`config.mk`:
```
export PLATFORM = sky130hd
export DESIGN_NAME = psd_sqrt_cell
export DESIGN_NICKNAME = d
export VERILOG_FILES = /design/src/rtl/core/psd_pkg.sv /design/src/rtl/core/psd_sqrt_cell.sv
export SDC_FILE = /design/constraint.sdc
export NUM_CORES = 1
export LEC_CHECK = 0
export ABC_AREA = 1
export BUFFER_PORTS_ARGS = -buffer_cell sky130_fd_sc_hd__buf_2
export CAP_MARGIN = 20
export CORE_MARGIN = 2
export CORE_UTILIZATION = 25
export DETAILED_ROUTE_END_ITERATION = 16
export PLACE_DENSITY = 0.47
export RECOVER_POWER = 50
export SLEW_MARGIN = 20
export SYNTH_ARGS = -nofsm -noshare
export SYNTH_HDL_FRONTEND = slang
export SYNTH_SLANG_ARGS = --single-unit
export TNS_END_PERCENT = 50
```
`constraint.sdc`:
```
create_clock -name clk -period 4.8 [get_ports clk]
set_clock_uncertainty 0.05 [all_clocks]
set_input_delay 0.24 -clock clk [delete_from_list [all_inputs] [get_ports clk]]
set_output_delay 0.24 -clock clk [all_outputs]
set_load 0.05 [all_outputs]
```
`src/rtl/core/psd_pkg.sv`:
```
// ---------------------------------------------------------------------------
// psd_pkg
// Shared codes and constants for the point to segment distance pipeline.
// ---------------------------------------------------------------------------
package psd_pkg;

  // result field width and saturation value
  localparam int unsigned DIST_W = 18;
  localparam logic [DIST_W-1:0] DIST_MAX = 18'h3FFFF;

  // configuration register indexes
  localparam int unsigned CFG_IW = 3;
  typedef logic [CFG_IW-1:0] cfg_idx_t;
  localparam cfg_idx_t REG_END_A_X = 3'd0;
  localparam cfg_idx_t REG_END_A_Y = 3'd1;
  localparam cfg_idx_t REG_END_A_Z = 3'd2;
  localparam cfg_idx_t REG_END_B_X = 3'd3;
  localparam cfg_idx_t REG_END_B_Y = 3'd4;
  localparam cfg_idx_t REG_END_B_Z = 3'd5;
  localparam cfg_idx_t REG_INLIER_LIMIT = 3'd6;

  // projection parameter selection
  typedef logic [1:0] tsel_t;
  localparam tsel_t SEL_ZERO = 2'd0;
  localparam tsel_t SEL_ONE  = 2'd1;
  localparam tsel_t SEL_DIV  = 2'd2;

endpackage

```
`src/rtl/core/psd_sqrt_cell.sv`:
```
// ---------------------------------------------------------------------------
// psd_sqrt_cell
// One digit-by-digit square root step: two radicand bits in, one root bit out.
// ---------------------------------------------------------------------------
module psd_sqrt_cell import psd_pkg::*; #(
  parameter int QW = 36
) (
  input  logic            clk,
  input  logic            rst_n,
  input  logic            adv,
  input  logic            in_vld,
  input  logic [QW+1:0]   rem_in,
  input  logic [QW-1:0]   root_in,
  input  logic [2*QW-1:0] src_in,
  output logic            vld_r,
  output logic [QW+1:0]   rem_r,
  output logic [QW-1:0]   root_r,
  output logic [2*QW-1:0] src_r
);

  logic [QW+3:0]   cur;
  logic [QW+3:0]   trial;
  logic [QW+3:0]   diff;
  logic            ge;
  logic [QW+1:0]   rem_nxt;
  logic [QW-1:0]   root_nxt;
  logic [2*QW-1:0] src_nxt;

  // bring down two bits, test against 4*root + 1
  always_comb begin
    cur      = {rem_in, src_in[2*QW-1 -: 2]};
    trial    = {2'b00, root_in, 2'b01};
    diff     = cur - trial;
    ge       = cur >= trial;
    rem_nxt  = ge ? diff[QW+1:0] : cur[QW+1:0];
    root_nxt = {root_in[QW-2:0], ge};
    src_nxt  = {src_in[2*QW-3:0], 2'b00};
  end

  // valid bit
  always_ff @(posedge clk) begin
    if (!rst_n) begin
      vld_r <= 1'b0;
    end else if (adv) begin
      vld_r <= in_vld;
    end
  end

  // payload
  always_ff @(posedge clk) begin
    if (adv) begin
      rem_r  <= rem_nxt;
      root_r <= root_nxt;
      src_r  <= src_nxt;
    end
  end

endmodule

```
# After elaboration in Yosys (flattened, before gate mapping)
# Index checks and enable logic that the tools add are counted.
# Widths: inputs -> output; s select.
# word_totals
register_bits	145
out_inout_bits	147
wordCells	7
# op_classes
addsub	1
order_cmp	1
n_mux	1
# op_table
op	n
$ge 40x38->1	1
$mux 38	1
$sub 38x38->38	1

# Logic depth before layout (Yosys ltp)
# depth
ltp_word	2
mapped_depth	16
ltp_nobuf	15

# Least setup slack after synthesis
# No wires, ideal clock.
# synth_timing
path_kind	input to register
start	input port root_in[0]
end	register rem_r[26], data pin
setup_ns	0.253
arrival_time_ns	1.611
slack_ns	2.886
stages	15
path_cell_list	inv_1 > ha_1 > buf_2 > nand3_1 > nand3_2 > nand2_1 > nand2_2 > nand3_1 > nand3_2 > nand2_1 > nand2_4 > inv_4 > buf_6 > nand2_1 > nand2_1
# synth_between
elab_chain_cells	2
# synth_lines
element	line_no	rtl
start: declaration	psd_sqrt_cell.sv:13	input logic [QW-1:0] root_in,
$sub 38x38->38 / $ge 40x38->1 (equally long branches)	psd_sqrt_cell.sv:33, psd_sqrt_cell.sv:34	
$mux 38 (*)	psd_sqrt_cell.sv:35	rem_nxt = ge ? diff[QW+1:0] : cur[QW+1:0];
named net rem_nxt[26]	psd_sqrt_cell.sv:25	logic [QW+1:0] rem_nxt;
end signal: assignment	psd_sqrt_cell.sv:52	rem_r <= rem_nxt;
end: declaration	psd_sqrt_cell.sv:16	output logic [QW+1:0] rem_r,
# The timed path passes the listed nets; every way through them passes the cells marked *.
# A chain may end at the register's enable or synchronous reset.

# Final worst setup path
# layout_timing
start	input port root_in[17]
end	register rem_r[37], data pin
# Same word-level chain as after synthesis.

==> reports/qor.csv <==
stage;metric;value;unit
status;outcome;finished with violations;
status;violated checks;max-capacitance violations, max-slew violations;
finish;Reg area;0.00434;mm²
yosys;Unique masters post-synth;28;
timing;setup tns final;0;ns
place;port bufs;294;
critical_path;RR Startpoint;vld_r$_SDFFE_PN0P_;
clock_network;H-tree levels;4;
critical_path;WP data arrival;3.13;ns
place;DP Cell Count;1594;
finish;non-filler cells, final;1733;
floorplanning;Ports;297;
timing;setup violators final;0;
finish;fillcell total;3273;
clock_network;CTS clk-pin slew, worst paths;0.06;ns
critical_path;CP required;4.94;ns
floorplanning;initial core utilization;25.2;%
floorplanning;die span in x;182;µm
clock_network;Sink Count;145;
critical_path;reg2reg path depth;3;
timing;final worst path period share;62.4;%
floorplanning;Core ar.;0.0313;mm²
power;worst vdd ir;219;µV
global_routing;grt ovf;0;
route;1st-pass router iterations;4;
clock_network;Num CTS Buffers;17;
critical_path;Crit Path Category;input pin to flop;
timing;Slew @ Worst Pin;2.89;ns
timing;max frequency;334;MHz
clock_network;# hold bufs at CTS;107;
global_routing;largest net degree at the start of global routing;114;
clock_network;maximum buffer depth of the clock tree;2;
min_path;min-delay worst type;input pin to flop;
clock_network;TritonCTS clock tree;done;
critical_path;startpoint types;input pin;
timing;RSZ-0062 raised after global routing;false;
yosys;mapped cell area;0.00789;mm²
global_routing;antenna violations before repair;5;
flow_run;max-capacitance violation count;1;
route;Vias;7163;
yosys;Post-synth top cells;nand2_1, inv_1, edfxtp_1;
route;WL final;26400;µm
yosys;Post-synth EDFFs;144;
route;DRT iter0 DRCs;347;
yosys;Async SR Flop Fraction;0;%
floorplanning;die area;0.0330;mm²
critical_path;Reg-to-Reg End;vld_r$_SDFFE_PN0P_;
place;final RePlAce weighted congestion;0.846;
route;DRT antenna net count;0;
place;DPL Wire Length;20600;µm
yosys;top post-synthesis cells by area;edfxtp_1, nand2_1, inv_1;
critical_path;crit end category;flop;
global_routing;first-pass GRT wire length;40500;µm
power;pwr dens;360;mW/mm²
yosys;Synth Flop Type;edfxtp_1;
yosys;Mapped Cells;906;
clock_network;worst-skew pair later-pin latency;0.43;ns
finish;final core occ;36.5;%
yosys;cell taking the most area after synthesis;edfxtp_1;
critical_path;worst reg2reg setup slack;3.43;ns
route;routed length per instance;15.2;µm
yosys;#FFs+latches synth;145;
power;Leak Pwr;5.60;nW
clock_network;clock root cell;clkbuf_16;
yosys;mean post-synth cell area;8.71;µm²
route;vias per inst;4.13;
timing;post-route worst setup slack;1.80;ns
finish;area of the multi-input gates;0.00287;mm²
power;PnR Total Power;4.11;mW
global_routing;vias in the first global route;7337;
clock_network;post-CTS sizing;0;
finish;Layout area overhead;44.7;%
timing;Final Hold Fails;0;
finish;nets@finish;1506;
critical_path;Setup crit end;rem_r[37]$_DFFE_PP_;
place;pre-CTS setup slack;1.89;ns
timing;minimum clock period;3.00;ns
yosys;Yosys warning count;0;
route;DRC errors left;0;
clock_network;post-CTS setup repair buffer count;0;
critical_path;CP Launch Point;root_in[17];
critical_path;Max FO, Critical Path;41;
yosys;top-area cell type share of the netlist area;54.8;%
floorplanning;std cell rows;65;
yosys;post-synthesis sequential area ratio;55.1;%
timing;max_slew headroom;-92.3;%
timing;Max Slew Vio Count;114;
yosys;cell with the most instances after synthesis;nand2_1;
finish;layout cell share with drive strength beyond 1;23.2;%
global_routing;Total GRT Usage;16.2;%
floorplanning;Die Y;182;µm
[per-layer routing]
metal | global-route usage [%] | share of wire, % | routed length (µm)
met2 | 27.4 | 47 | 12500
met5 | 0 | 0.18 | 47
met4 | 3.97 | 1.3 | 344
met1 | 19.4 | 44 | 11600
met3 | 5.90 | 7.2 | 1910
[through the flow]
stage	hold slack (ns)	cell area, µm²
after detailed placement	0.368	9790
after CTS	0.0115	11500
after global placement	0.366	9790
after floorplan	0.283	7890
after global routing	0.0251	11400
final	0.0384	11400
[critical path, cell delays in order]
cell and delay, ns:
dlygate4sd3_1 0.56, clkbuf_1 0.15, inv_1 0.06, ha_1 0.35
nand2_1 0.12, nor2_1 0.30, nand2_1 0.14, clkinv_1 0.07
nand3_1 0.08, nand3_2 0.09, nand2_1 0.09, nand2_4 0.37
inv_4 0.28, nand2_1 0.13, nand2_1 0.06
[cell type report]
| type | instances | share of cell area (%) |
|---|---|---|
| Sequential cell | 145 | 38.0 |
| Clock buffer | 18 | 3.76 |
| Tap cell | 402 | 4.41 |
| Inverter | 158 | 5.22 |
| Timing Repair Buffer | 402 | 22.0 |
| Multi-Input combinational cell | 594 | 25.1 |
| Clock inverter | 13 | 1.40 |
| Antenna cell | 1 | 0.0219 |
[how the worst min path moves through the flow]
stage               startpoint             endpoint  slack, ns  cells after the start
detailed placement  src_in[52]  src_r[54]$_DFFE_PP_       0.37                      1
finish               rem_in[5]   rem_r[7]$_DFFE_PP_       0.04                      3
CTS                  rem_in[5]   rem_r[7]$_DFFE_PP_       0.01                      3
global placement    src_in[23]  src_r[25]$_DFFE_PP_       0.37                      1
floorplan                  adv   vld_r$_SDFFE_PN0P_       0.28                      1
global route        rem_in[16]  rem_r[18]$_DFFE_PP_       0.03                      3
[registers in the layout, indices dropped and copies added, names as in the netlist]
name,count
rem_r,38
vld_r,1
src_r,70
root_r,36
[logic make-up after synthesis]
kind of cell | synth area share [%]
flops | 55.1
buf+inv | 8.66
other cells | 0.0475
xor+xnor | 2.33
simple gates | 25.2
fa+ha+maj | 6.03
compound gates | 2.63
[power by group]
| group | internal, mW | total, mW | switching [mW] |
|---|---|---|---|
| clock | 0.814 | 1.35 | 0.538 |
| combinational | 0.322 | 1.17 | 0.849 |
| sequential | 1.55 | 1.58 | 0.0350 |
[placed cells by master, fill, tap and decap left out, types with 4 or more instances in the layout]
cell type and instances:
a21oi_1 26, buf_2 266, clkbuf_1 27, clkbuf_16 17
dlygate4sd3_1 107, edfxtp_1 144, ha_1 38, inv_1 155
nand2_1 352, nand3_1 42, nand3b_1 8, nor2_1 72
nor2_2 4, nor3_1 7, o21ai_0 8, o21bai_1 4
xor2_1 20
(Power assumes the default switching activity.)
