### src/rtl/core/psd_pkg.sv
// ---------------------------------------------------------------------------
// psd_pkg
// Shared codes and constants for the point to segment distance pipeline.
// ---------------------------------------------------------------------------
package psd_pkg;

  // result field width and saturation value
  localparam int unsigned DIST_W = 18;
  localparam logic [DIST_W-1:0] DIST_MAX = 18'h3FFFF;

  // configuration register indexes
  localparam int unsigned CFG_IW = 3;
  typedef logic [CFG_IW-1:0] cfg_idx_t;
  localparam cfg_idx_t REG_END_A_X = 3'd0;
  localparam cfg_idx_t REG_END_A_Y = 3'd1;
  localparam cfg_idx_t REG_END_A_Z = 3'd2;
  localparam cfg_idx_t REG_END_B_X = 3'd3;
  localparam cfg_idx_t REG_END_B_Y = 3'd4;
  localparam cfg_idx_t REG_END_B_Z = 3'd5;
  localparam cfg_idx_t REG_INLIER_LIMIT = 3'd6;

  // projection parameter selection
  typedef logic [1:0] tsel_t;
  localparam tsel_t SEL_ZERO = 2'd0;
  localparam tsel_t SEL_ONE  = 2'd1;
  localparam tsel_t SEL_DIV  = 2'd2;

endpackage

### src/rtl/core/psd_div_cell.sv
// ---------------------------------------------------------------------------
// psd_div_cell
// One restoring division step: one quotient bit per cell, payload rides along.
// ---------------------------------------------------------------------------
module psd_div_cell import psd_pkg::*; #(
  parameter int LW = 34,
  parameter int QW = 16,
  parameter int PW = 53
) (
  input  logic          clk,
  input  logic          rst_n,
  input  logic          adv,
  input  logic          in_vld,
  input  logic [LW-1:0] den_in,
  input  logic [LW-1:0] rem_in,
  input  logic [QW-1:0] q_in,
  input  logic [PW-1:0] pas_in,
  output logic          vld_r,
  output logic [LW-1:0] den_r,
  output logic [LW-1:0] rem_r,
  output logic [QW-1:0] q_r,
  output logic [PW-1:0] pas_r
);

  logic [LW:0]   rem2;
  logic [LW:0]   diff;
  logic          ge;
  logic [LW-1:0] rem_nxt;
  logic [QW-1:0] q_nxt;

  // shift in a zero, try to subtract the divisor
  always_comb begin
    rem2    = {rem_in, 1'b0};
    diff    = rem2 - {1'b0, den_in};
    ge      = rem2 >= {1'b0, den_in};
    rem_nxt = ge ? diff[LW-1:0] : rem2[LW-1:0];
    q_nxt   = {q_in[QW-2:0], ge};
  end

  // valid bit
  always_ff @(posedge clk) begin
    if (!rst_n) begin
      vld_r <= 1'b0;
    end else if (adv) begin
      vld_r <= in_vld;
    end
  end

  // payload
  always_ff @(posedge clk) begin
    if (adv) begin
      den_r <= den_in;
      rem_r <= rem_nxt;
      q_r   <= q_nxt;
      pas_r <= pas_in;
    end
  end

endmodule

### config.mk
export PLATFORM = sky130hd
export DESIGN_NAME = psd_div_cell
export DESIGN_NICKNAME = d
export VERILOG_FILES = /design/src/rtl/core/psd_pkg.sv /design/src/rtl/core/psd_div_cell.sv
export SDC_FILE = /design/constraint.sdc
export NUM_CORES = 1
export LEC_CHECK = 0
export ABC_AREA = 1
export BUFFER_PORTS_ARGS = -buffer_cell sky130_fd_sc_hd__buf_2
export CAP_MARGIN = 20
export CORE_AREA = 4 4 140 142
export CTS_BUF_LIST = sky130_fd_sc_hd__clkbuf_8
export CTS_CLUSTER_DIAMETER = 50
export DETAILED_ROUTE_END_ITERATION = 10
export DIE_AREA = 0 0 144 146
export PLACE_DENSITY = 0.66
export SYNTH_ARGS = -nofsm -noshare
export SYNTH_HDL_FRONTEND = slang
export SYNTH_SLANG_ARGS = --single-unit
### constraint.sdc
create_clock -name clk -period 4.8 [get_ports clk]
set_clock_uncertainty 0.05 [all_clocks]
set_input_delay 0.72 -clock clk [delete_from_list [all_inputs] [get_ports clk]]
set_output_delay 0.72 -clock clk [all_outputs]
set_load 0.005 [all_outputs]
Word level (Yosys, flattened, before mapping)
Cells that the tools add are included.

word-level totals
  register bits after elaboration = 138
  latch bits = 0
  memory bits (writable) = 0
  memory bits (read-only) = 0
  bits of input ports = 141
  output and inout port bits = 138
  logic and storage cells = 9
  memories = 0

operators by class
  add/subtract/negate cells = 1
  multiply operators = 0
  divide/modulo/power cells = 0
  $lt $le $gt $ge = 1
  equal/unequal tests = 0
  shifts and indexed selects = 0
  mux-type cells = 1
  bitwise logic cells = 0
  reductions and logical operators = 0

operators by type and width
  operator          count
  $ge A35 B34 Y1    1
  $mux W34          1
  $sub A34 B34 Y34  1

Depth between registers and ports, before layout
  depth after elaboration = 2
  mapped depth = 16
  mapped depth without buffers = 15

Worst setup path after synthesis
OpenSTA, ideal clock, no wires.

  path type = input to register
  start = in den_in[2]
  end = reg rem_r[25] (data pin)
  setup time = 0.253 ns
  data arrival time = 2.094 ns
  data required time = 4.497 ns
  slack = 2.403 ns
  stages on the path = 15
  path buffers = 1
  cell sequence = inv_1 ha_1 nand2_1 nand2_1 nor2_2 inv_2 nand2_1 nand3_2 nand2_2 nand2_2 nand2_2 nand2_4 buf_4 nand3_1 nand2_1

between the ends
  word-level cells in the longest chain between the ends = 2
  elaborated cells between the ends (all ways) = 3
  classes of those cells = add/sub (1); order compare (1); mux (1)

ends and longest elaborated chain
  item                                                RTL line                                text
  start: declaration                                  psd_div_cell.sv:14                      input logic [LW-1:0] den_in,
  $sub A34 B34 Y34 or $ge A35 B34 Y1 (tied branches)  psd_div_cell.sv:34, psd_div_cell.sv:35
  $mux W34 *                                          psd_div_cell.sv:36                      rem_nxt = ge ? diff[LW-1:0] : rem2[LW-1:0];
  named net rem_nxt[25]                               psd_div_cell.sv:28                      logic [LW-1:0] rem_nxt;
  end signal: assignment                              psd_div_cell.sv:53                      rem_r <= rem_nxt;
  end: declaration                                    psd_div_cell.sv:20                      output logic [LW-1:0] rem_r,

Mark *: on every way through the listed nets, which the timed path passes. The rest lies on a longest branch.
A chain may end at the register's enable or synchronous reset.

Worst setup path in the final report
  start = in den_in[11]
  end = reg rem_r[29] (data pin)

Same word-level chain as after synthesis.

==> metrics.csv <==
stage,metric,value,unit
clocking,"Clk pin slew, worst setup/hold paths",90,ps
grt,total global routing overflow,0,
timing,Tmin final,2690,ps
timing,Slew HR,40.7,%
finish,Non-Filler Instances,1330,
clocking,cts hold-fix bufs,0,
drt,routed len/inst,15.0,µm
clocking,Clock Tree Buf Depth,2,
clocking,H-tree lvl count,4,
critical_path,critical path class,in2reg,
finish,highest-count cells in the layout ignoring fill and taps,"nand2_1, buf_2, edfxtp_1",
placed_design,gpl congestion,0.910,
min_path,Worst Hold Class,in2reg,
drt,DR vias,5974,
floorplan,Die ar.,0.0210,mm²
grt,All-Layer GR Usage,18.7,%
grt,initial antenna violation count,1,
clocking,TritonCTS Sinks,138,
floorplan,height of the die,146,µm
power,Peak VDD IR,0.000138,V
finish,Synth-to-Final Area Change,27.9,%
drt,DRC viols,0,
finish,Nets,1258,
finish,share of cells above drive strength 1,29.6,%
floorplan,core area,0.0185,mm²
clocking,CTS buffer count,17,
power,LEAKAGE,4.71,nW
grt,first-pass GRT wire length,30600,µm
critical_path,"critical path fanouts, max",4,
floorplan,Die W,144,µm
critical_path,WP data arrival,2840,ps
clocking,PostCTS Resize Cnt,0,
timing,Slew @ Worst Pin,881,ps
timing,Setup TNS,0,ps
placed_design,HPWL after DPL,15700,µm
timing,Final period util,56.0,%
finish,Filler cells,1780,
timing,Final Setup Violations,0,
run,max cap viols,0,
power,pwr dens,326,mW/mm²
clocking,worst-skew pair later-pin latency,430,ps
floorplan,# IOs,279,
logic_synthesis,Synthesis Warnings,0,
placed_design,Port Buffers,277,
critical_path,Worst setup EP type,register,
drt,"antenna viol nets, final",0,
grt,vias in the first global route,5833,
finish,"most common cell after layout, fill and taps aside",nand2_1,
logic_synthesis,Syn Inst Count,790,
timing,maximum clock rate,372,MHz
logic_synthesis,Yosys cell types,28,
clocking,post-CTS setup buffers,0,
drt,drt initial violations,314,
drt,Vias/cell,4.49,
placed_design,Placed Cells,1297,
critical_path,number of cells on the worst reg-to-reg path,2,
critical_path,type of origin of the critical path,primary input,
logic_synthesis,"FF+latch count, synth",138,
floorplan,Starting Density,39.0,%
run_status,status,"complete, no violations",
drt,WL final,19900,µm
logic_synthesis,Post-Synthesis Cell Area,0.00720,mm²
timing,Fin. Hold Viols,0,
floorplan,site row count,50,
logic_synthesis,Synthesized Nets,966,
clocking,Root Driver,clkbuf_8,
drt,Detailed Routing Iterations Pass 1,4,
logic_synthesis,syn_area_per_cell,9.11,µm²
timing,RSZ-0062 raised after global routing,no,
min_path,Hold Path Stages,1,
grt,largest net degree at the start of global routing,97,
clocking,TritonCTS clock tree,yes,
timing,Final Max Tran Viols,0,
logic_synthesis,sequential area share after synthesis,57.4,%
critical_path,"Req. time, crit path",4960,ps
-- layer usage --
layer  track usage, %  vias up  part of all wire (%)
met5                0        -                     0
li1                 -     3115                     -
met1             22.5     2623                    41
met3             4.60       24                   7.9
met4             5.65        0                   1.6
met2             32.8      212                    49
-- cell families (layout without fill, tap and decap cells) --
kind of cell | Yosys count | count (layout) | share of synthesized area [%]
buf+inv | 145 | 450 | 8.06
simple gates | 409 | 409 | 22.9
fa+ha+maj | 35 | 35 | 6.19
flops | 138 | 138 | 57.4
compound gates | 45 | 45 | 3.28
xor+xnor | 18 | 18 | 2.19
other cells | 0 | 1 | 0
-- critical path: stages --
cell     delay [ps]
buf_2            90
inv_1            40
ha_1            340
nand2_1         120
nor2_1          240
nand2_1          70
o21ai_0         710
nand2_1         190
nand2_1         120
nand2_1          50
nand3_1          90
nand2_1          60
-- stage by stage --
step           power [mW]  util [%]  worst slack, ps  hold slack [ps]  instance area [µm²]
2_1_floorplan        1.84         -             2400              475                 7200
3_3_place_gp         2.12      47.9             1640              473                 8840
3_5_place_dp         2.13      47.9             1610              483                 8840
4_1_cts              3.05      49.9             2140              357                 9210
5_1_grt              3.19      49.9             1840              354                 9210
6_report             3.01      49.9             2110              396                 9210
-- sequential cells by signal, summed over array words and instances (netlist names) --
name   count
den_r     34
pas_r     53
q_r       16
rem_r     34
vld_r      1
-- layout make-up --
type / instances / area (µm²) / share of cell area, %
flip-flops and latches: 138 / 4130 / 44.9
multi-input cells: 507 / 2490 / 27.0
repair buffers: 279 / 1410 / 15.3
clock buffers: 17 / 234 / 2.54
clock inverters: 15 / 128 / 1.39
diodes: 1 / 2.50 / 0.0272
well taps: 234 / 293 / 3.18
inverters: 139 / 524 / 5.69
-- cell usage after synthesis --
master / n / area [µm²]
dfxtp_1: 1 / 20.0
a21oi_1: 28 / 140
or2_1: 1 / 6.26
nor2_1: 59 / 221
a21o_1: 1 / 7.51
nand2_4: 1 / 11.3
o21bai_1: 2 / 15.0
nand2_2: 3 / 18.8
ha_1: 34 / 425
xnor2_1: 3 / 26.3
nand3b_1: 6 / 45.0
buf_6: 3 / 33.8
nand4_1: 4 / 25.0
buf_4: 3 / 22.5
nand3_2: 1 / 10.0
inv_1: 134 / 503
a21oi_2: 1 / 8.76
xor2_1: 15 / 131
nand2_1: 296 / 1110
o21ai_0: 13 / 65.1
nor2_2: 2 / 12.5
nor3_2: 1 / 10.0
nand3_1: 29 / 145
edfxtp_1: 137 / 4110
inv_2: 4 / 15.0
inv_4: 1 / 6.26
nor3_1: 6 / 30.0
fa_1: 1 / 20.0
-- worst paths after layout --
| check | endpoint | slack [ps] | from |
|---|---|---|---|
| min | q_r[12]$_DFFE_PP_ | 400 | q_in[11] |
| max | rem_r[29]$_DFFE_PP_ | 2110 | den_in[11] |
| min reg2reg | vld_r$_SDFFE_PN0P_ | 500 | vld_r$_SDFFE_PN0P_ |
| max reg2reg | vld_r$_SDFFE_PN0P_ | 4110 | vld_r$_SDFFE_PN0P_ |
-- power by group --
part / switching [mW] / total (mW) / internal [mW]
Clock: 0.535 / 0.910 / 0.375
Sequential: 0.0241 / 1.49 / 1.46
Combinational: 0.367 / 0.609 / 0.242
Total: 0.926 / 3.01 / 2.08
(Power assumes the default switching activity.)
